### config.mk
export PLATFORM = sky130hd
export DESIGN_NAME = tinted_sprite_pixel_compositor
export DESIGN_NICKNAME = d
export VERILOG_FILES = /design/src/design/tspc_pkg.sv /design/src/design/tspc_alpha.sv /design/src/design/tspc_tint.sv /design/src/design/tspc_blend.sv /design/src/design/tinted_sprite_pixel_compositor.sv
export VERILOG_INCLUDE_DIRS = /design/src /design/src/design
export SDC_FILE = /design/constraint.sdc
export NUM_CORES = 2
export LEC_CHECK = 0
export BUFFER_PORTS_ARGS = -buffer_cell sky130_fd_sc_hd__buf_2
export CAP_MARGIN = 20
export CORE_ASPECT_RATIO = 2
export CORE_UTILIZATION = 44
export CTS_CLUSTER_DIAMETER = 60
export DETAILED_ROUTE_END_ITERATION = 6
export PLACE_DENSITY = 0.71
export SKIP_LAST_GASP = 1
export SLEW_MARGIN = 10
export SYNTH_ARGS = -nofsm -noshare
export SYNTH_HDL_FRONTEND = slang
export SYNTH_HIERARCHICAL = 1
export SYNTH_SLANG_ARGS = --single-unit
### constraint.sdc
create_clock -name clk_i -period 10.7 [get_ports clk_i]
set_input_delay 0 -clock clk_i [delete_from_list [all_inputs] [get_ports clk_i]]
set_output_delay 0 -clock clk_i [all_outputs]
set_load 0.03 [all_outputs]
### src/design/tinted_sprite_pixel_compositor_defines.svh
// Assertion macros for the tinted sprite compositor.
`ifndef TINTED_SPRITE_PIXEL_COMPOSITOR_DEFINES_SVH
`define TINTED_SPRITE_PIXEL_COMPOSITOR_DEFINES_SVH

// Property holds at every rising clock edge out of reset.
`define TSPC_ASSERT(label, clk, rst_n, prop) \
  label: assert property (@(posedge clk) disable iff (!rst_n) (prop)) \
    else $error("tspc: assertion failed");

// Antecedent in one cycle implies consequent in the same cycle.
`define TSPC_ASSERT_IMPLIES(label, clk, rst_n, ante, cons) \
  label: assert property (@(posedge clk) disable iff (!rst_n) (ante) |-> (cons)) \
    else $error("tspc: implication failed");

// Antecedent in one cycle implies consequent in the next.
`define TSPC_ASSERT_NEXT(label, clk, rst_n, ante, cons) \
  label: assert property (@(posedge clk) disable iff (!rst_n) (ante) |=> (cons)) \
    else $error("tspc: next-cycle implication failed");

`endif

### src/design/tspc_pkg.sv
`default_nettype none
package tspc_pkg;

  // Configuration register indices
  localparam logic [7:0] CfgTintWord   = 8'd0;
  localparam logic [7:0] CfgGlobalAlpha = 8'd1;

  localparam logic [31:0] TintReset  = 32'h00FF_FFFF;
  localparam logic [8:0]  GaReset    = 9'd256;
  localparam logic [7:0]  SolidTag   = 8'd1;
  localparam logic [15:0] RoundBias  = 16'd128;
  localparam logic [7:0]  AlphaFull  = 8'hFF;

  // After alpha scaling
  typedef struct packed {
    logic [7:0]  alpha;
    logic [23:0] texel_rgb;
    logic [23:0] dst;
    logic [23:0] tint_rgb;
    logic        solid;
  } tspc_s1_t;

  // After tinting
  typedef struct packed {
    logic [7:0]  alpha;
    logic [23:0] colour;
    logic [23:0] dst;
  } tspc_s2_t;

  // Blend products, biased for rounding
  typedef struct packed {
    logic [2:0][15:0] t_src;
    logic [2:0][15:0] t_dst;
    logic [23:0]      colour;
    logic [23:0]      dst;
    logic             zero;
    logic             full;
  } tspc_s3_t;

  // Rounded divide by 255 from a biased product t = x*k + 128
  function automatic logic [7:0] mul255_round(input logic [15:0] t);
    logic [16:0] s;
    s = {1'b0, t} + {9'd0, t[15:8]};
    return s[15:8];
  endfunction

endpackage
`default_nettype wire

### src/design/tspc_alpha.sv
`default_nettype none
module tspc_alpha (
  input  wire logic             clk_i,
  input  wire logic             rst_ni,
  input  wire logic             valid_i,
  output logic                  ready_o,
  input  wire logic [31:0]      texel_argb_i,
  input  wire logic [23:0]      dest_pixel_i,
  input  wire logic [31:0]      tint_word_i,
  input  wire logic [8:0]       global_alpha_i,
  output logic                  valid_o,
  input  wire logic             ready_i,
  output tspc_pkg::tspc_s1_t    data_o
);
  import tspc_pkg::*;

  logic        valid_q;
  tspc_s1_t    data_q, data_d;
  logic [15:0] prod;

  assign ready_o = !valid_q || ready_i;

  always_comb begin
    prod = {8'd0, texel_argb_i[31:24]} * {8'd0, global_alpha_i[7:0]};
    data_d.texel_rgb = texel_argb_i[23:0];
    data_d.dst       = dest_pixel_i;
    data_d.tint_rgb  = tint_word_i[23:0];
    data_d.solid     = (tint_word_i[31:24] == SolidTag);
    // 256 and above leave the texel alpha alone
    data_d.alpha     = global_alpha_i[8] ? texel_argb_i[31:24] : prod[15:8];
  end

  always_ff @(posedge clk_i or negedge rst_ni) begin
    if (!rst_ni) begin
      valid_q <= 1'b0;
    end else if (ready_o) begin
      valid_q <= valid_i;
    end
  end

  always_ff @(posedge clk_i) begin
    if (ready_o && valid_i) begin
      data_q <= data_d;
    end
  end

  assign valid_o = valid_q;
  assign data_o  = data_q;
endmodule
`default_nettype wire

### src/design/tspc_tint.sv
`default_nettype none
module tspc_tint (
  input  wire logic             clk_i,
  input  wire logic             rst_ni,
  input  wire logic             valid_i,
  output logic                  ready_o,
  input  wire tspc_pkg::tspc_s1_t data_i,
  output logic                  valid_o,
  input  wire logic             ready_i,
  output tspc_pkg::tspc_s2_t    data_o
);
  import tspc_pkg::*;

  logic        valid_q;
  tspc_s2_t    data_q, data_d;
  logic [2:0][15:0] t;
  logic [2:0][7:0]  tinted;

  assign ready_o = !valid_q || ready_i;

  always_comb begin
    for (int c = 0; c < 3; c++) begin
      t[c] = {8'd0, data_i.texel_rgb[c*8 +: 8]} * {8'd0, data_i.tint_rgb[c*8 +: 8]}
             + RoundBias;
      tinted[c] = mul255_round(t[c]);
    end
    data_d.alpha  = data_i.alpha;
    data_d.dst    = data_i.dst;
    data_d.colour = data_i.solid ? data_i.tint_rgb : tinted;
  end

  always_ff @(posedge clk_i or negedge rst_ni) begin
    if (!rst_ni) begin
      valid_q <= 1'b0;
    end else if (ready_o) begin
      valid_q <= valid_i;
    end
  end

  always_ff @(posedge clk_i) begin
    if (ready_o && valid_i) begin
      data_q <= data_d;
    end
  end

  assign valid_o = valid_q;
  assign data_o  = data_q;
endmodule
`default_nettype wire

### src/design/tspc_blend.sv
`default_nettype none
module tspc_blend (
  input  wire logic             clk_i,
  input  wire logic             rst_ni,
  input  wire logic             valid_i,
  output logic                  ready_o,
  input  wire tspc_pkg::tspc_s2_t data_i,
  output logic                  mid_valid_o,
  output logic                  valid_o,
  input  wire logic             ready_i,
  output logic [23:0]           new_pixel_o,
  output logic                  write_enable_o
);
  import tspc_pkg::*;

  logic        mid_valid_q, out_valid_q;
  logic        mid_ready;
  tspc_s3_t    mid_q, mid_d;
  logic [7:0]  na;
  logic [23:0] blended;
  logic [8:0]  sum;
  logic [23:0] pixel_q, pixel_d;
  logic        we_q;

  assign mid_ready = !out_valid_q || ready_i;
  assign ready_o   = !mid_valid_q || mid_ready;

  // Products stage
  always_comb begin
    na = AlphaFull - data_i.alpha;
    for (int c = 0; c < 3; c++) begin
      mid_d.t_src[c] = {8'd0, data_i.colour[c*8 +: 8]} * {8'd0, data_i.alpha} + RoundBias;
      mid_d.t_dst[c] = {8'd0, data_i.dst[c*8 +: 8]} * {8'd0, na} + RoundBias;
    end
    mid_d.colour = data_i.colour;
    mid_d.dst    = data_i.dst;
    mid_d.zero   = (data_i.alpha == 8'd0);
    mid_d.full   = (data_i.alpha == AlphaFull);
  end

  // Rounding and sum stage
  always_comb begin
    sum = '0;
    for (int c = 0; c < 3; c++) begin
      sum = {1'b0, mul255_round(mid_q.t_src[c])} + {1'b0, mul255_round(mid_q.t_dst[c])};
      blended[c*8 +: 8] = sum[7:0];
    end
    if (mid_q.zero) begin
      pixel_d = mid_q.dst;
    end else if (mid_q.full) begin
      pixel_d = mid_q.colour;
    end else begin
      pixel_d = blended;
    end
  end

  always_ff @(posedge clk_i or negedge rst_ni) begin
    if (!rst_ni) begin
      mid_valid_q <= 1'b0;
      out_valid_q <= 1'b0;
    end else begin
      if (ready_o) begin
        mid_valid_q <= valid_i;
      end
      if (mid_ready) begin
        out_valid_q <= mid_valid_q;
      end
    end
  end

  always_ff @(posedge clk_i) begin
    if (ready_o && valid_i) begin
      mid_q <= mid_d;
    end
    if (mid_ready && mid_valid_q) begin
      pixel_q <= pixel_d;
      we_q    <= !mid_q.zero;
    end
  end

  assign mid_valid_o    = mid_valid_q;
  assign valid_o        = out_valid_q;
  assign new_pixel_o    = pixel_q;
  assign write_enable_o = we_q;
endmodule
`default_nettype wire

### src/design/tinted_sprite_pixel_compositor.sv
// Tinted sprite pixel compositor: blends one ARGB texel, tinted or replaced by a solid
// colour and scaled by a global opacity, over a 24-bit destination pixel. One pixel per
// clock is sustained unless the output stalls; each transaction passes through the
// registered stages alpha scale, tint multiply, blend products, rounding and sum.
// The 8x8 multipliers sit in the first three stages: one, three and six of them.
// A stalled output holds its pixel while the stages behind it keep filling.
// Configuration writes are taken in any cycle and should be made only with the pipeline
// empty; write_enable low marks a fully transparent texel.
`default_nettype none
`include "tinted_sprite_pixel_compositor_defines.svh"
module tinted_sprite_pixel_compositor (
  input  wire logic        clk_i,
  input  wire logic        rst_ni,
  input  wire logic        cfg_valid_i,
  output logic             cfg_ready_o,
  input  wire logic [7:0]  cfg_index_i,
  input  wire logic [31:0] cfg_data_i,
  input  wire logic        in_valid_i,
  output logic             in_ready_o,
  input  wire logic [31:0] texel_argb_i,
  input  wire logic [23:0] dest_pixel_i,
  output logic             out_valid_o,
  input  wire logic        out_ready_i,
  output logic [23:0]      new_pixel_o,
  output logic             write_enable_o
);
  import tspc_pkg::*;

  logic [31:0] tint_q;
  logic [8:0]  ga_q;
  logic        s1_valid, s1_ready, s2_valid, s2_ready, s3_valid;
  tspc_s1_t    s1_data;
  tspc_s2_t    s2_data;

  assign cfg_ready_o = 1'b1;

  always_ff @(posedge clk_i or negedge rst_ni) begin
    if (!rst_ni) begin
      tint_q <= TintReset;
      ga_q   <= GaReset;
    end else if (cfg_valid_i) begin
      unique case (cfg_index_i)
        CfgTintWord:    tint_q <= cfg_data_i;
        CfgGlobalAlpha: ga_q   <= cfg_data_i[8:0];
        default: ;
      endcase
    end
  end

  tspc_alpha u_alpha (
    .clk_i          (clk_i),
    .rst_ni         (rst_ni),
    .valid_i        (in_valid_i),
    .ready_o        (in_ready_o),
    .texel_argb_i   (texel_argb_i),
    .dest_pixel_i   (dest_pixel_i),
    .tint_word_i    (tint_q),
    .global_alpha_i (ga_q),
    .valid_o        (s1_valid),
    .ready_i        (s1_ready),
    .data_o         (s1_data)
  );

  tspc_tint u_tint (
    .clk_i   (clk_i),
    .rst_ni  (rst_ni),
    .valid_i (s1_valid),
    .ready_o (s1_ready),
    .data_i  (s1_data),
    .valid_o (s2_valid),
    .ready_i (s2_ready),
    .data_o  (s2_data)
  );

  tspc_blend u_blend (
    .clk_i          (clk_i),
    .rst_ni         (rst_ni),
    .valid_i        (s2_valid),
    .ready_o        (s2_ready),
    .data_i         (s2_data),
    .mid_valid_o    (s3_valid),
    .valid_o        (out_valid_o),
    .ready_i        (out_ready_i),
    .new_pixel_o    (new_pixel_o),
    .write_enable_o (write_enable_o)
  );

  // An empty output register must never back-pressure the input
  `TSPC_ASSERT_IMPLIES(a_empty_out_ready, clk_i, rst_ni, !out_valid_o, in_ready_o)
  // Nothing in flight and nothing entering: no result can appear
  `TSPC_ASSERT_NEXT(a_no_phantom, clk_i, rst_ni,
    !(in_valid_i && in_ready_o) && !s1_valid && !s2_valid && !s3_valid && !out_valid_o,
    !out_valid_o)
  // The config port never stalls
  `TSPC_ASSERT(a_cfg_ready, clk_i, rst_ni, cfg_ready_o)

endmodule
`default_nettype wire

==> results.cfg <==
[grt]
grt_pass1_vias = 27825
track_usage_pct = 20.8
grt_overflow_total = 0
grt_max_degree = 76
grt_pass1_wl_um = 140000
antenna_found_initial = 1

[timing]
min_period_ps = 6350
period_share_pct = 59.3
rsz0062_at_grt = no
clock-skew-final_ps = 42.6
clock.fmax_mhz = 158
slew_headroom_pct = 35.1
hold_viol_final = 0
tightest_slew_ps = 972
setup_viol = 0
tns_ps = 0
slew_viol_final = 0

[yosys]
synth_seq_cells = 353
synth_area_mm2 = 0.0373
synth_edf_count = 308
synth_top_area_share_pct = 24.8
synth_area_leaders = edfxtp_1 (25%), fa_1 (20%), ha_1 (16%)
ys_seq_area_share_pct = 27.9
ys.flop_type = edfxtp_1
synth.net_count = 4498
async_reset_ff_share_pct = 12.7
ys_types = 102
synth_area_leader_cell = edfxtp_1
synthCells = 3561
syn_area_per_cell_um2 = 10.5
synth_warnings = 6

[power]
internal_power_uw = 6830
ir_worst_vdd_uv = 221
clkPwrFrac_pct = 12.1
switching_share_pct = 46.2
seqPwrFrac_pct = 20.9
combPwrFrac_pct = 66.9
p_leak_uw = 0.0193
powerDensity_mw_per_mm2 = 306
p_sw_uw = 5860

[clocking]
post_cts_buffers = 0
cts_sinks = 353
cts_buffer_depth = 3
cts.clk_slew.worst_paths_ps = 60
cts_tree = yes
insertion_delay_ps = 600
htree_num_levels = 2
cts_buffers = 42
clockRootBuffer = clkbuf_16

[floorplanning]
rows = 150
coreArea_mm2 = 0.0837
fp.dieW_um = 208
die_h_um = 414
dieArea_mm2 = 0.0859
initial_core_util_pct = 44.5
io_pins = 129

[final_layout]
layout-drive-gt1-share_pct = 8.65
area_growth_pct = 11.4
finish.utilization_pct = 49.6
final_cell_mix = inv_1 (589), ha_1 (465), fa_1 (371), and2_1 (337), edfxtp_1 (308)
final_common_cell = inv_1
fill_cells = 7600
nNetsFinal = 4707

[setup_path]
start_kind = flop
path_max_fanout = 9
worstSetupPathType = flop to flop
required_ps = 11050
reg2reg_slack_ps = 4350
arrival_ps = 6700
crit_path_end_kind = flop

[placement]
place_congestion = 0.864
numPortBuffers = 127
dp_hpwl_um = 66200

[detailed_routing]
drc_errors = 0
num_vias = 25667
wl_per_cell_um = 17.8
drt_iter0_markers = 913
antenna_left = 0
first_pass_iters = 5
via_per_inst = 5.27
drt-total-wl_um = 86900

[min_path]
min_path_type = primary input to asynchronous set/reset pin

[run_status]
status = finished, final reports clean

[job]
drv_cap = 0
-- state kept, by name, indices dropped and copies added, names as in the netlist, 9 cells and up --
name and cells:
ga_q 9, tint_q 32, u_blend/new_pixel_o 24, u_alpha/data_o 81, u_tint/data_o 56, u_blend/mid_q 146
-- logic make-up after synthesis --
kind of cell	synth area share (%)
adders and majority gates	35.6
xor gates and xnor gates	3.98
DFF	27.9
other	0.0101
AOI/OAI and AO/OA	7.85
and+or+nand+nor	16.2
muxes	1.69
buffers and inverters	6.73
-- per-stage QoR --
stage | hold slack [ps] | std cells | total power (uW) | instance area [um2] | setup slack [ps]
after floorplan | -296 | 3561 | 9070 | 37300 | 4920
after global placement | 170 | 4699 | 11000 | 39100 | 4460
after detailed placement | 171 | 4699 | 11200 | 39100 | 4410
after CTS | 48.8 | 4867 | 12800 | 41500 | 4390
after global routing | 82.4 | 4868 | 14000 | 41500 | 3900
final | 70.3 | 4868 | 12700 | 41500 | 4350
-- path summary, 6_finish.rpt --
kind | from | endpoint | cells after the start
setup / recovery | u_alpha/data_o[19]$_DFFE_PP_ | u_tint/data_o[41]$_DFFE_PP_ | 21
hold / removal | rst_ni | tint_q[25]$_DFFE_PN0P_ | 3
setup reg to reg | u_alpha/data_o[19]$_DFFE_PP_ | u_tint/data_o[41]$_DFFE_PP_ | 21
hold reg to reg | u_alpha/data_o[40]$_DFFE_PP_ | u_tint/data_o[15]$_DFFE_PP_ | 0
max in group asynchronous | rst_ni | u_blend/valid_o$_DFFE_PN0P_ | 3
min in group clk_i | texel_argb_i[0] | u_alpha/data_o[49]$_DFFE_PP_ | 2
-- timing repair --
item | CTS | global route
hold endpoints to repair | 146 | 0
gates resized for setup | 0 | 0
hold buffers | 91 | 0
-- Yosys cell counts, types with 29 or more instances --
cell and instances:
a21o_1 40, a21oi_1 97, and2_1 340, clkbuf_1 55, edfxtp_1 308, fa_1 371, ha_1 465, inv_1 589
mux2_2 32, nand2_1 220, nand2b_1 89, nand3_1 50, nor2_1 78, nor2b_1 151, nor3_1 29, o21a_1 29
o21ai_0 73, xnor2_1 116, xor2_1 49
-- layer usage --
layer	track usage [%]	wire, um	up-vias	share of wire [%]
li1	-	-	12220	-
met1	20.7	31700	12767	36
met2	42.0	48400	470	56
met3	1.91	2340	210	2.7
met4	10.4	4440	0	5.1
met5	0	0	-	0
-- critical path, stage by stage, from the launching register on --
cell and delay, ps:
edfxtp_1 510, and2_1 210, fa_1 510, fa_1 520
fa_1 490, inv_1 50, fa_1 470, inv_1 40
ha_1 380, nand3_1 170, o2111ai_2 230, xnor2_1 450
inv_1 120, ha_1 300, nand3_1 100, a2111oi_0 70
a211o_1 290, maj3_2 340, o311ai_4 320, nand2_1 120
xnor2_1 150, mux2_2 270
-- power by group through the flow --
stage	Combinational, uW	Clock, uW	Sequential (uW)
6_report	8490	1540	2650
5_1_grt	9630	1630	2700
4_1_cts	8560	1590	2660
3_5_place_dp	8470	0	2690
3_3_place_gp	8280	0	2680
2_1_floorplan	6470	0	2600
-- area by class of cell --
cell class	instances	area, um2	area share [%]
diodes	1	2.50	0.00603
clock buffers	57	1250	3.02
clock inverters	20	241	0.582
inverters	589	2210	5.33
multi-input cells	2548	24400	58.7
flip-flops and latches	353	10400	25.1
well taps	1064	1330	3.21
repair buffers	236	1680	4.05
Note: power is estimated with default switching activity, not from simulation.
